==> config.mk <==
export PLATFORM = sky130hd
export DESIGN_NAME = memory_lcd_line_framer
export DESIGN_NICKNAME = d
export VERILOG_FILES = /design/src/hdl/lcdfr_pkg.sv /design/src/hdl/lcdfr_front.sv /design/src/hdl/lcdfr_queue.sv /design/src/hdl/lcdfr_back.sv /design/src/hdl/memory_lcd_line_framer.sv
export VERILOG_INCLUDE_DIRS = /design/src /design/src/hdl
export SDC_FILE = /design/constraint.sdc
export NUM_CORES = 1
export LEC_CHECK = 0
export BUFFER_PORTS_ARGS = -buffer_cell sky130_fd_sc_hd__buf_2
export CAP_MARGIN = 20
export CORE_ASPECT_RATIO = 0.7
export CORE_MARGIN = 4
export CORE_UTILIZATION = 40
export CTS_CLUSTER_SIZE = 24
export DETAILED_ROUTE_END_ITERATION = 10
export GPL_TIMING_DRIVEN = 0
export SLEW_MARGIN = 25
export SYNTH_ARGS = -nofsm -noshare
export SYNTH_HDL_FRONTEND = slang
export SYNTH_SLANG_ARGS = --single-unit
export TNS_END_PERCENT = 10
==> constraint.sdc <==
create_clock -name clk -period 9.44 [get_ports clk]
set_input_delay 0 -clock clk [delete_from_list [all_inputs] [get_ports clk]]
set_output_delay 0 -clock clk [all_outputs]
set_load 0.005 [all_outputs]
==> src/hdl/assert_macros.svh <==
// Assertion macros shared by the framer modules.
// No dependencies; included by every module that carries assertions.
`ifndef ASSERT_MACROS_SVH
`define ASSERT_MACROS_SVH

// Same-cycle implication, disabled during reset.
`define ASSERT_IMPL(name, clk, rst_n, ante, cons) \
    name: assert property (@(posedge clk) disable iff (!rst_n) (ante) |-> (cons)) \
        else $error("framer assertion failed");

// Next-cycle implication, disabled during reset.
`define ASSERT_NEXT(name, clk, rst_n, ante, cons) \
    name: assert property (@(posedge clk) disable iff (!rst_n) (ante) |=> (cons)) \
        else $error("framer assertion failed");

`endif

==> src/hdl/lcdfr_pkg.sv <==
// Package for the memory LCD line framer: codes, job descriptor and helpers.
// No dependencies; imported by every framer module.
package lcdfr_pkg;

    localparam int MAX_LINES       = 255;
    localparam int QUEUE_DEPTH_DEF = 2;

    localparam logic [7:0] CODE_WRITE = 8'h80;
    localparam logic [7:0] CODE_CLEAR = 8'h20;
    localparam logic [7:0] CODE_DUMMY = 8'h00;

    localparam logic [7:0] LINE_BYTES_RST   = 8'd50;
    localparam logic [7:0] PANEL_HEIGHT_RST = 8'd240;

    typedef enum logic [1:0] {
        CMD_CLEAR = 2'd0,
        CMD_START = 2'd1,
        CMD_PIXEL = 2'd2,
        CMD_RSVD  = 2'd3
    } cmd_t;

    typedef enum logic [1:0] {
        ST_OK          = 2'd0,
        ST_INVALID     = 2'd1,
        ST_UNSUPPORTED = 2'd2
    } status_t;

    typedef enum logic [0:0] {
        REG_LINE_BYTES   = 1'b0,
        REG_PANEL_HEIGHT = 1'b1
    } cfg_reg_t;

    // What the back part has to emit for one accepted item.
    typedef enum logic [2:0] {
        JOB_FAIL     = 3'd0,
        JOB_CLEAR    = 3'd1,
        JOB_START    = 3'd2,
        JOB_PIX      = 3'd3,
        JOB_PIX_NEXT = 3'd4,
        JOB_PIX_END  = 3'd5
    } job_kind_t;

    typedef struct packed {
        job_kind_t   kind;
        status_t     status;
        logic [7:0]  data;   // pixel byte
        logic [7:0]  addr;   // bit-reversed gate address
    } job_t;

    function automatic logic [7:0] flip8(input logic [7:0] v);
        logic [7:0] r;
        for (int i = 0; i < 8; i++)
        begin
            r[7 - i] = v[i];
        end
        return r;
    endfunction

    // Number of results a job produces.
    function automatic logic [1:0] job_len(input job_kind_t kind);
        logic [1:0] n;
        unique case (kind)
            JOB_FAIL, JOB_PIX:        n = 2'd1;
            JOB_CLEAR, JOB_START:     n = 2'd2;
            JOB_PIX_NEXT, JOB_PIX_END: n = 2'd3;
            default:                  n = 2'd1;
        endcase
        return n;
    endfunction

endpackage

==> src/hdl/lcdfr_front.sv <==
// Front part of the framer: configuration registers, update state and command checks.
// Depends on lcdfr_pkg and assert_macros.svh; pushes one job per item into the queue.
`include "assert_macros.svh"

module lcdfr_front
    import lcdfr_pkg::*;
(
    input  logic        clk,
    input  logic        rst_n,
    input  logic        cfg_we,
    input  logic [0:0]  cfg_index,
    input  logic [7:0]  cfg_data,
    input  logic        in_valid,
    output logic        in_ready,
    input  cmd_t        in_cmd,
    input  logic [15:0] in_region_x,
    input  logic [15:0] in_region_w,
    input  logic [7:0]  in_start_line,
    input  logic [7:0]  in_line_count,
    input  logic [15:0] in_byte_total,
    input  logic [7:0]  in_pixel_byte,
    input  logic        full,
    output logic        push,
    output job_t        push_job
);

    logic [7:0] line_bytes_reg, line_bytes_next;
    logic [7:0] panel_height_reg, panel_height_next;
    logic       updating_reg, updating_next;
    logic [7:0] current_line_reg, current_line_next;
    logic [7:0] lines_left_reg, lines_left_next;
    logic [7:0] byte_in_line_reg, byte_in_line_next;

    logic [8:0]  span;
    logic [15:0] product;
    logic        width_ok;
    logic [7:0]  byte_inc;
    logic [7:0]  lines_dec;
    job_t        job;

    assign in_ready = !full;
    assign push     = in_valid && in_ready;
    assign push_job = job;

    assign span     = {1'b0, in_start_line} + {1'b0, in_line_count};
    assign product  = {8'd0, in_line_count} * {8'd0, line_bytes_reg};
    assign width_ok = (in_region_x == 16'd0) &&
                      (in_region_w == {5'd0, line_bytes_reg, 3'd0});
    assign byte_inc  = byte_in_line_reg + 8'd1;
    assign lines_dec = lines_left_reg - 8'd1;

    always_comb
    begin
        line_bytes_next   = line_bytes_reg;
        panel_height_next = panel_height_reg;
        if (cfg_we)
        begin
            unique case (cfg_reg_t'(cfg_index))
                REG_LINE_BYTES:   line_bytes_next   = cfg_data;
                REG_PANEL_HEIGHT: panel_height_next = cfg_data;
                default:          line_bytes_next   = line_bytes_reg;
            endcase
        end
    end

    always_comb
    begin
        job.kind          = JOB_FAIL;
        job.status        = ST_INVALID;
        job.data          = in_pixel_byte;
        job.addr          = flip8(in_start_line + 8'd1);
        updating_next     = updating_reg;
        current_line_next = current_line_reg;
        lines_left_next   = lines_left_reg;
        byte_in_line_next = byte_in_line_reg;

        unique case (in_cmd)
            CMD_CLEAR:
            begin
                if (!updating_reg)
                begin
                    job.kind   = JOB_CLEAR;
                    job.status = ST_OK;
                end
            end
            CMD_START:
            begin
                priority if (updating_reg)
                    job.status = ST_INVALID;
                else if (in_line_count == 8'd0 || {1'b0, in_line_count} > 9'(MAX_LINES))
                    job.status = ST_INVALID;
                else if (line_bytes_reg == 8'd0)
                    job.status = ST_INVALID;
                else if (!width_ok)
                    job.status = ST_UNSUPPORTED;
                else if (span > {1'b0, panel_height_reg})
                    job.status = ST_INVALID;
                else if (in_byte_total != product)
                    job.status = ST_INVALID;
                else
                begin
                    job.kind          = JOB_START;
                    job.status        = ST_OK;
                    updating_next     = 1'b1;
                    current_line_next = in_start_line;
                    lines_left_next   = in_line_count;
                    byte_in_line_next = 8'd0;
                end
            end
            CMD_PIXEL:
            begin
                if (updating_reg)
                begin
                    job.status = ST_OK;
                    if (byte_inc < line_bytes_reg)
                    begin
                        job.kind          = JOB_PIX;
                        byte_in_line_next = byte_inc;
                    end
                    else
                    begin
                        byte_in_line_next = 8'd0;
                        lines_left_next   = lines_dec;
                        current_line_next = current_line_reg + 8'd1;
                        job.addr          = flip8(current_line_reg + 8'd2);
                        if (lines_dec != 8'd0)
                            job.kind = JOB_PIX_NEXT;
                        else
                        begin
                            job.kind      = JOB_PIX_END;
                            updating_next = 1'b0;
                        end
                    end
                end
            end
            default:
            begin
                job.status = ST_INVALID;
            end
        endcase
    end

    always_ff @(posedge clk or negedge rst_n)
    begin
        if (!rst_n)
        begin
            line_bytes_reg   <= LINE_BYTES_RST;
            panel_height_reg <= PANEL_HEIGHT_RST;
            updating_reg     <= 1'b0;
            current_line_reg <= 8'd0;
            lines_left_reg   <= 8'd0;
            byte_in_line_reg <= 8'd0;
        end
        else
        begin
            line_bytes_reg   <= line_bytes_next;
            panel_height_reg <= panel_height_next;
            if (push)
            begin
                updating_reg     <= updating_next;
                current_line_reg <= current_line_next;
                lines_left_reg   <= lines_left_next;
                byte_in_line_reg <= byte_in_line_next;
            end
        end
    end

    `ASSERT_NEXT(a_start_enters_update, clk, rst_n, push && job.kind == JOB_START, updating_reg)
    `ASSERT_NEXT(a_last_line_ends_update, clk, rst_n, push && job.kind == JOB_PIX_END, !updating_reg)

endmodule

==> src/hdl/lcdfr_queue.sv <==
// Short job queue between the front and back parts of the framer.
// Depends on lcdfr_pkg and assert_macros.svh.
`include "assert_macros.svh"

module lcdfr_queue
    import lcdfr_pkg::*;
#(
    parameter int DEPTH = QUEUE_DEPTH_DEF
)
(
    input  logic clk,
    input  logic rst_n,
    input  logic push,
    input  job_t push_job,
    output logic full,
    input  logic pop,
    output logic head_valid,
    output job_t head_job
);

    localparam int PTR_W = (DEPTH > 1) ? $clog2(DEPTH) : 1;
    localparam int CNT_W = $clog2(DEPTH + 1);

    job_t             slot_reg [DEPTH];
    logic [PTR_W-1:0] wr_ptr_reg, wr_ptr_next;
    logic [PTR_W-1:0] rd_ptr_reg, rd_ptr_next;
    logic [CNT_W-1:0] count_reg, count_next;

    assign full       = (count_reg == CNT_W'(DEPTH));
    assign head_valid = (count_reg != '0);
    assign head_job   = slot_reg[rd_ptr_reg];

    always_comb
    begin
        wr_ptr_next = wr_ptr_reg;
        rd_ptr_next = rd_ptr_reg;
        count_next  = count_reg;
        if (push)
            wr_ptr_next = (wr_ptr_reg == PTR_W'(DEPTH - 1)) ? '0 : wr_ptr_reg + PTR_W'(1);
        if (pop)
            rd_ptr_next = (rd_ptr_reg == PTR_W'(DEPTH - 1)) ? '0 : rd_ptr_reg + PTR_W'(1);
        if (push && !pop)
            count_next = count_reg + CNT_W'(1);
        else if (pop && !push)
            count_next = count_reg - CNT_W'(1);
    end

    always_ff @(posedge clk or negedge rst_n)
    begin
        if (!rst_n)
        begin
            wr_ptr_reg <= '0;
            rd_ptr_reg <= '0;
            count_reg  <= '0;
        end
        else
        begin
            wr_ptr_reg <= wr_ptr_next;
            rd_ptr_reg <= rd_ptr_next;
            count_reg  <= count_next;
        end
    end

    always_ff @(posedge clk)
    begin
        if (push)
            slot_reg[wr_ptr_reg] <= push_job;
    end

    `ASSERT_IMPL(a_no_overflow, clk, rst_n, push, !full)
    `ASSERT_IMPL(a_no_underflow, clk, rst_n, pop, head_valid)

endmodule

==> src/hdl/lcdfr_back.sv <==
// Back part of the framer: expands each queued job into its serial bytes.
// Depends on lcdfr_pkg and assert_macros.svh; drives the registered output stage.
`include "assert_macros.svh"

module lcdfr_back
    import lcdfr_pkg::*;
(
    input  logic       clk,
    input  logic       rst_n,
    input  logic       head_valid,
    input  job_t       head_job,
    output logic       pop,
    output logic       out_valid,
    input  logic       out_ready,
    output logic [7:0] out_wire_byte,
    output logic       out_byte_valid,
    output logic       out_chip_select,
    output logic       out_last,
    output logic [1:0] out_status
);

    logic [1:0] idx_reg, idx_next;
    logic       valid_reg, valid_next;
    logic [7:0] byte_reg;
    logic       bv_reg;
    logic       cs_reg;
    logic       last_reg;
    logic [1:0] status_reg;

    logic       load;
    logic       is_last;
    logic [7:0] sel_byte;
    logic       sel_sent;

    assign load    = head_valid && (!valid_reg || out_ready);
    assign is_last = (idx_reg == job_len(head_job.kind) - 2'd1);
    assign pop     = load && is_last;

    always_comb
    begin
        sel_sent = 1'b1;
        sel_byte = CODE_DUMMY;
        unique case (head_job.kind)
            JOB_FAIL:
            begin
                sel_sent = 1'b0;
                sel_byte = CODE_DUMMY;
            end
            JOB_CLEAR:
                sel_byte = (idx_reg == 2'd0) ? CODE_CLEAR : CODE_DUMMY;
            JOB_START:
                sel_byte = (idx_reg == 2'd0) ? CODE_WRITE : head_job.addr;
            JOB_PIX:
                sel_byte = head_job.data;
            JOB_PIX_NEXT:
            begin
                if (idx_reg == 2'd0)
                    sel_byte = head_job.data;
                else if (idx_reg == 2'd1)
                    sel_byte = CODE_DUMMY;
                else
                    sel_byte = head_job.addr;
            end
            JOB_PIX_END:
                sel_byte = (idx_reg == 2'd0) ? head_job.data : CODE_DUMMY;
            default:
            begin
                sel_sent = 1'b0;
                sel_byte = CODE_DUMMY;
            end
        endcase
    end

    always_comb
    begin
        idx_next   = idx_reg;
        valid_next = valid_reg;
        if (load)
        begin
            idx_next   = is_last ? 2'd0 : idx_reg + 2'd1;
            valid_next = 1'b1;
        end
        else if (out_ready)
            valid_next = 1'b0;
    end

    always_ff @(posedge clk or negedge rst_n)
    begin
        if (!rst_n)
        begin
            idx_reg   <= 2'd0;
            valid_reg <= 1'b0;
        end
        else
        begin
            idx_reg   <= idx_next;
            valid_reg <= valid_next;
        end
    end

    always_ff @(posedge clk)
    begin
        if (load)
        begin
            byte_reg   <= sel_byte;
            bv_reg     <= sel_sent;
            cs_reg     <= sel_sent;
            last_reg   <= is_last;
            status_reg <= head_job.status;
        end
    end

    assign out_valid       = valid_reg;
    assign out_wire_byte   = byte_reg;
    assign out_byte_valid  = bv_reg;
    assign out_chip_select = cs_reg;
    assign out_last        = last_reg;
    assign out_status      = status_reg;

    `ASSERT_IMPL(a_index_in_job, clk, rst_n, head_valid, idx_reg < job_len(head_job.kind))

endmodule

==> src/hdl/memory_lcd_line_framer.sv <==
// Memory LCD line framer, top level. An item is accepted in any cycle the job queue has room;
// its job is stored in a queue slot, and its first result is shown from the output register.
// Results leave one per cycle while the sink takes them, and an item gives 1 to 3 results:
// a mid-line pixel byte or a rejected item 1, a clear or start 2, a line end 3; the output
// register in the back part sets that rate. Reset (rst_n, async, low) empties the queue, leaves
// the panel idle and loads line_bytes 50, panel_height 240. Uses lcdfr_pkg and the lcdfr modules.

module memory_lcd_line_framer
    import lcdfr_pkg::*;
#(
    parameter int QUEUE_DEPTH = QUEUE_DEPTH_DEF
)
(
    input  logic        clk,
    input  logic        rst_n,

    // Configuration: index 0 line_bytes, index 1 panel_height.
    input  logic        cfg_we,
    input  logic [0:0]  cfg_index,
    input  logic [7:0]  cfg_data,

    // Command items.
    input  logic        s_tvalid,
    output logic        s_tready,
    // tdata from bit 0: region_x[15:0], region_w[31:16], start_line[39:32],
    // line_count[47:40], byte_total[63:48], pixel_byte[71:64]
    input  logic [71:0] s_tdata,
    // tuser: cmd[1:0]
    input  logic [1:0]  s_tuser,

    // Serial byte items.
    output logic        m_tvalid,
    input  logic        m_tready,
    // tdata from bit 0: wire_byte[7:0], byte_valid[8], chip_select[9], zero fill[15:10]
    output logic [15:0] m_tdata,
    // tuser: status[1:0]
    output logic [1:0]  m_tuser,
    output logic        m_tlast
);

    // Front-to-queue and queue-to-back job traffic.
    logic push;
    job_t push_job;
    logic full;
    logic pop;
    logic head_valid;
    job_t head_job;

    logic [7:0] wire_byte;
    logic       byte_valid;
    logic       chip_select;

    // The front part owns every piece of state that the model changes: it checks each
    // command against the region rules and the current update, and hands the back part a
    // compact job that already carries the pixel byte and the bit-reversed gate address.
    lcdfr_front u_front (
        .clk           (clk),
        .rst_n         (rst_n),
        .cfg_we        (cfg_we),
        .cfg_index     (cfg_index),
        .cfg_data      (cfg_data),
        .in_valid      (s_tvalid),
        .in_ready      (s_tready),
        .in_cmd        (cmd_t'(s_tuser)),
        .in_region_x   (s_tdata[15:0]),
        .in_region_w   (s_tdata[31:16]),
        .in_start_line (s_tdata[39:32]),
        .in_line_count (s_tdata[47:40]),
        .in_byte_total (s_tdata[63:48]),
        .in_pixel_byte (s_tdata[71:64]),
        .full          (full),
        .push          (push),
        .push_job      (push_job)
    );

    // The queue lets the front keep taking items while the back is still emitting the
    // trailer and address bytes of a line end, or while the sink stalls.
    lcdfr_queue #(
        .DEPTH (QUEUE_DEPTH)
    ) u_queue (
        .clk        (clk),
        .rst_n      (rst_n),
        .push       (push),
        .push_job   (push_job),
        .full       (full),
        .pop        (pop),
        .head_valid (head_valid),
        .head_job   (head_job)
    );

    // The back part walks through the results of the head job, one per cycle while the
    // sink takes them, and retires the job when its final result enters the output register.
    lcdfr_back u_back (
        .clk             (clk),
        .rst_n           (rst_n),
        .head_valid      (head_valid),
        .head_job        (head_job),
        .pop             (pop),
        .out_valid       (m_tvalid),
        .out_ready       (m_tready),
        .out_wire_byte   (wire_byte),
        .out_byte_valid  (byte_valid),
        .out_chip_select (chip_select),
        .out_last        (m_tlast),
        .out_status      (m_tuser)
    );

    assign m_tdata = {6'd0, chip_select, byte_valid, wire_byte};

endmodule

* After elaboration in Yosys (flattened, before gate mapping) *
Memories as Yosys holds them, arrays and structs flattened.
Index checks and enable logic that the tools add are counted.

storage, ports and cells
  register bits = 60
  RAM bits = 42
  bits of input ports = 88
  output and inout bits = 21
  word-level logic and storage cells = 156
  memories = 1

memory list
  name              words  width  rd ports  clocked after memory_dff  wr ports  line               source
  u_queue.slot_reg  2      21     1         0                         1         lcdfr_queue.sv:24  job_t slot_reg [DEPTH];

cells by class
  $add $sub $neg = 12
  multiply operators = 1
  order comparisons = 2
  equal/unequal tests = 20
  muxes and demuxes = 75
  bitwise operators = 1
  reduce and logical (&&, ||, !) cells = 29

operators by type and width
  cell                                                                 count
  8-bit two-way mux                                                    31
  8-bit one-hot mux with 2 select lines                                3
  8-bit one-hot mux with 5 select lines                                1
  8-bit by 1-bit adder with 8-bit output (second input constant)       3
  3-bit two-way mux                                                    7
  1-bit two-way mux                                                    18
  2-bit two-way mux                                                    9
  16-bit by 11-bit == test with 1-bit output                           1
  16-bit logical NOT                                                   1
  8-bit logical NOT                                                    2
  8-bit by 8-bit multiplier with 16-bit output                         1
  16-bit != test                                                       1
  2-bit != test (second input constant)                                6
  10-bit AND reduction                                                 1
  8-bit by 8-bit adder with 9-bit output                               1
  9-bit by 8-bit > comparator with 1-bit output                        1
  3-bit one-hot mux with 3 select lines                                1
  9-bit AND reduction                                                  1
  8-bit by 2-bit adder with 8-bit output (second input constant)       1
  8-bit < comparator                                                   1
  2-bit nonzero test                                                   4
  8-bit nonzero test                                                   1
  8-bit by 1-bit subtractor with 8-bit output (second input constant)  1
  3-bit by 2-bit == test with 1-bit output (second input constant)     2
  22 further kinds                                                     41

* Logic depth before layout (Yosys ltp) *
An unclocked memory read counts as a cell.

  depth in word-level cells = 10
  depth in mapped cells = 21
  gate-level depth less buffers = 19

* Hierarchy *
A second synthesis with hierarchy kept.

unflattened totals
  cell total of the unflattened synthesis = 888
  area total of the unflattened synthesis = 8585.7 um2

modules (own cells, without submodules)
  module                  times used  cells each  area an instance (um2)  seq. area each (um2)
  lcdfr_front             1           726         5998.3                  1034.7
  lcdfr_queue             1           81          1709.1                  1361.3
  lcdfr_back              1           72          814.5                   435.4
  memory_lcd_line_framer  1           9           63.8                    0.0

* Worst setup path before layout *
OpenSTA, ideal clock, no wires.

  kind = reg-to-reg
  from = register u_front.line_bytes_reg[4]
  to = register u_front.current_line_reg[4]
  library setup time = 111 ps
  arrival = 5405 ps
  required time = 9329 ps
  setup slack = 3924 ps
  cell stages (with the launch flop) = 19
  buffers on the path = 2
  period minus slack after synthesis = 5516 ps
  cells stage by stage = dfstp_2 -> clkbuf_1 -> nand2_1 -> fa_1 -> fa_1 -> fa_1 -> inv_1 -> fa_1 -> ha_1 -> a21oi_1 -> o22a_1 -> nand4_1 -> nor4_1 -> nand4_1 -> a2111oi_4 -> a21oi_2 -> or2_4 -> buf_6 -> a222oi_1

on the way
  longest elaborated chain between the ends = 4
  elaborated cells on any way between the ends = 11
  those cells by class = mul: 1; order compare: 1; eq/ne: 6; reduce/logical: 3

ends and longest elaborated chain
  what                                                                                                               line                                  source
  start: declaration                                                                                                 lcdfr_front.sv:27                     logic [7:0] line_bytes_reg, line_bytes_next;
  start signal: assignment                                                                                           lcdfr_front.sv:156                    line_bytes_reg <= line_bytes_next;
  8-bit by 8-bit multiplier with 16-bit output / 16-bit by 11-bit == test with 1-bit output (equally long branches)  lcdfr_front.sv:46, lcdfr_front.sv:48
  16-bit != test / 1-bit logical AND (equally long branches)                                                         lcdfr_front.sv:98, lcdfr_front.sv:47
  2-bit != test (no source line) / 2-bit by 1-bit != test with 1-bit output (equally long branches)                  n/a
  10-bit AND reduction (no source line) (*)                                                                          n/a
  end signal: assignment                                                                                             lcdfr_front.sv:161                    current_line_reg <= current_line_next;
  end: declaration                                                                                                   lcdfr_front.sv:30                     logic [7:0] current_line_reg, current_line_next;

Mark *: on every way between the ends. The rest lies on a longest branch, timed or not.
A chain may end at the register's enable or synchronous reset.

* Worst setup path in the final report *
  from = register u_front.line_bytes_reg[4]
  to = register u_front.lines_left_reg[2]

on the way
  longest elaborated chain between the ends = 4
  elaborated cells on any way between the ends = 11
  those cells by class = mul: 1; order compare: 1; eq/ne: 6; reduce/logical: 3

ends and longest elaborated chain
  what                                                                                                               line                                  source
  8-bit by 8-bit multiplier with 16-bit output / 16-bit by 11-bit == test with 1-bit output (equally long branches)  lcdfr_front.sv:46, lcdfr_front.sv:48
  16-bit != test / 1-bit logical AND (equally long branches)                                                         lcdfr_front.sv:98, lcdfr_front.sv:47
  2-bit != test (no source line) / 2-bit by 1-bit != test with 1-bit output (equally long branches)                  n/a
  10-bit AND reduction (no source line) (*)                                                                          n/a
  end signal: assignment                                                                                             lcdfr_front.sv:162                    lines_left_reg <= lines_left_next;
  end: declaration                                                                                                   lcdfr_front.sv:31                     logic [7:0] lines_left_reg, lines_left_next;

Marks and branches as above.

==> flow_summary_export.csv <==
group,metric,value,unit
finish,largest_reg_flops,42,
pwr,pwr-share-seq,29.6,%
clock_tree,cts_buffers,9,
finish,seq_area,0.00283,mm2
pwr,vdd_drop_max,0.102,mV
sta,setup_slack,2840,ps
sta,tightest_slew,811,ps
pwr,switching_power,1.01,mW
clock_tree,clkSinkCount,102,
sta,period_minus_slack,6600,ps
grt,track_usage,18.2,%
pwr,power.internal,1.33,mW
finish,n_antenna_cell,0,
drt,drc,0,
grt,grt_max_degree,49,
sta,rsz0062_at_grt,"no",
synthesis,async_reset_ff_share,47.1,%
clock_tree,cts_root_buf,"clkbuf_16",
clock_tree,clkTransAtPathRegs,80,ps
grt,grt_overflow,0,
critical_path,crit_type,"flip-flop to flip-flop",
clock_tree,clock_latency,360,ps
clock_tree,cts_buffer_depth,2,
critical_path,cp_data_arrival_time,6790,ps
drt,vias,6639,
pwr,p_comb_share,54.5,%
grt,grt_pass1_vias,6178,
finish,drive_gt1_share,16.8,%
sta,slew_violations,0,
synthesis,synth_flop_cell,"edfxtp_1",
floorplanning,die_area,0.0231,mm2
drt,drt_wl_total,21300,um
floorplanning,rows,43,
finish,instances_no_fill,1274,
drt,wl_per_cell,16.7,um
pwr,switching_share,43.1,%
sta,setup_tns,0,ps
synthesis,synth_area,0.00827,mm2
critical_path,setup.worst_path.end_class,"flip-flop",
clock_tree,cts_tree,"done",
drt,dr.pass1.iters,5,
synthesis,syn_avg_cell_area,9.63,um2
critical_path,crit_fanout,10,
sta,clock.fmax,152,MHz
synthesis,synthDistinctLibCells,65,
run_status,status,"finished, final reports clean",
sta,hold_violations,0,
finish,fin_util,48.2,%
critical_path,crit_required,9630,ps
drt,vias_per_cell,5.21,
synthesis,seq_area_frac_synth,34.3,%
sta,slew-limit-headroom,45.7,%
critical_path,cp-start-kind,"flip-flop",
finish,area_growth,17.0,%
pwr,powerDensity,242,mW/mm2
clock_tree,cts_max_level,3,
placement,numPortBuffers,102,
drt,drtIter0Drc,544,
floorplanning,boundaryPins,109,
synthesis,synth_edf_count,54,
sta,post-route-period-util,69.9,%
placement,pre_cts_ws,3020,ps
sta,fin_skew,22.4,ps
pwr,finalPower,2.34,mW
pwr,total_leakage_power,4.38,nW
synthesis,yosysWarnings,0,
placement,hpwl,17000,um
finish,nFillCells,1913,
floorplanning,die_x,180,um
floorplanning,core_area,0.0201,mm2
grt,antenna_found_initial,0,
synthesis,netlist_instances,858,
pwr,pwr-share-clk,15.9,%
finish,nets,1196,
grt,grt_pass1_wl,33500,um
finish,multi_input_area,0.00489,mm2
floorplanning,start_util,41.2,%
placement,placed_cells,1235,
sta,setup_viol,0,
synthesis,ys_ff_latch,102,
run,drv_cap,0,
drt,drtAntennaViolNets,0,
floorplanning,fp.dieH,128,um
min_path,hp-class,"primary input to flip-flop",
placement,gp_congestion,0.924,
-- layer usage --
layer,vias up,share of wire [%],global-route usage (%)
li1,3264,-,-
met1,3169,51,29.0
met2,197,41,25.6
met3,9,7.1,4.37
met4,0,0.56,2.15
met5,-,0,0
-- cell usage after synthesis (4+ instances only) --
| master | n | area share (%) |
|---|---|---|
| a21o_1 | 9 | 0.82 |
| edfxtp_1 | 54 | 20 |
| nand2_1 | 84 | 3.8 |
| fa_1 | 37 | 9.0 |
| and3_1 | 11 | 0.83 |
| mux2_2 | 16 | 2.2 |
| nand3_1 | 19 | 1.2 |
| o21a_1 | 6 | 0.54 |
| a21boi_0 | 4 | 0.36 |
| or2_2 | 11 | 0.83 |
| nor3_1 | 10 | 0.61 |
| a211oi_1 | 7 | 0.64 |
| dfrtp_1 | 41 | 12 |
| a21oi_1 | 33 | 2.0 |
| o22ai_1 | 7 | 0.53 |
| o21ai_0 | 28 | 1.7 |
| inv_1 | 104 | 4.7 |
| dfstp_2 | 7 | 2.2 |
| nor2b_1 | 8 | 0.61 |
| xnor2_1 | 38 | 4.0 |
| buf_4 | 8 | 0.73 |
| clkbuf_1 | 25 | 1.1 |
| a222oi_1 | 9 | 1.1 |
| mux2i_1 | 25 | 3.0 |
| ha_1 | 72 | 11 |
| nor4_1 | 15 | 1.1 |
| a22o_1 | 5 | 0.53 |
| o31ai_1 | 12 | 1.1 |
| nand4_1 | 11 | 0.83 |
| and2_1 | 17 | 1.3 |
| nor2_1 | 54 | 2.5 |
| nand2b_1 | 4 | 0.30 |
| xor2_1 | 16 | 1.7 |
-- what timing repair did --
action	CTS	global route
gates resized for setup	0	0
buffers inserted	0	0
endpoints found under the hold margin	78	0
hold buffers	23	0
-- final cells by class --
cell class | count | share of cell area [%]
multi-input combinational | 620 | 50.6
inverter | 105 | 4.07
buffer | 36 | 1.80
timing repair buffer | 125 | 7.68
clock buffer | 9 | 2.33
clock inverter | 7 | 0.763
tap | 270 | 3.49
sequential | 102 | 29.3
-- cells by family (layout without fill, tap and decap cells) --
group / count (synthesis) / count (layout) / synth area share (%)
and+or+nand+nor: 256 / 256 / 15.1
AOI/OAI and AO/OA: 153 / 153 / 12.8
buffers and inverters: 141 / 282 / 6.87
adders and majority gates: 109 / 109 / 19.9
DFF: 102 / 102 / 34.3
xor gates and xnor gates: 55 / 55 / 5.92
muxes: 41 / 41 / 5.21
other: 1 / 6 / 0.0454
-- critical path: stages (launching register included) --
cell and delay, ps:
dfstp_2 520, clkbuf_1 390, nand2_1 160, fa_1 590, fa_1 440, fa_1 560, inv_1 60, fa_1 470
ha_1 420, a21oi_1 410, o22a_1 240, nand4_1 130, nor4_1 300, nand4_1 190, a2111oi_4 400, a21oi_2 240
nor3_2 670, a222oi_1 240
-- cells in the final DEF (no fill, tap or decap), types with 10 or more instances in the layout --
master         count
and2_1            17
xor2_1            16
buf_2            102
nor2_1            53
ha_1              72
edfxtp_1          54
clkbuf_1          25
or2_2             11
mux2_2            16
nand4_1           11
o21ai_0           28
nand2_1           84
nand3_1           19
nor4_1            15
o31ai_1           12
nor3_1            10
a21oi_1           33
inv_1            104
xnor2_1           38
fa_1              37
dfrtp_1           41
and3_1            10
mux2i_1           25
dlygate4sd3_1     23
-- through the flow --
stage | hold slack [ps] | instance area [um2]
3_5_place_dp | 85.0 | 9140
6_report | 27.4 | 9670
5_1_grt | 28.5 | 9670
2_1_floorplan | -296 | 8280
4_1_cts | 11.7 | 9670
3_3_place_gp | 189 | 9130
-- final timing paths --
kind	cells after the start	startpoint	slack (ps)	to
max	17	u_front.line_bytes_reg[4]	2840	u_front.lines_left_reg[2]
min	3	s_tdata[35]	30	u_front.current_line_reg[3]
max reg2reg	17	u_front.line_bytes_reg[4]	2840	u_front.lines_left_reg[2]
min reg2reg	2	u_back.out_valid	500	u_back.out_valid
max in group asynchronous	2	rst_n	8750	u_queue.wr_ptr_reg
min in group asynchronous	2	rst_n	210	u_front.lines_left_reg[1]
-- power groups by stage --
stage / logic (mW) / clock network, mW / registers, mW
2_1_floorplan: 0.936 / 0 / 0.685
3_3_place_gp: 1.25 / 0 / 0.699
3_5_place_dp: 1.25 / 0 / 0.703
4_1_cts: 1.27 / 0.380 / 0.694
5_1_grt: 1.43 / 0.402 / 0.707
6_report: 1.28 / 0.371 / 0.693
Power figures use the tool's default switching activity.
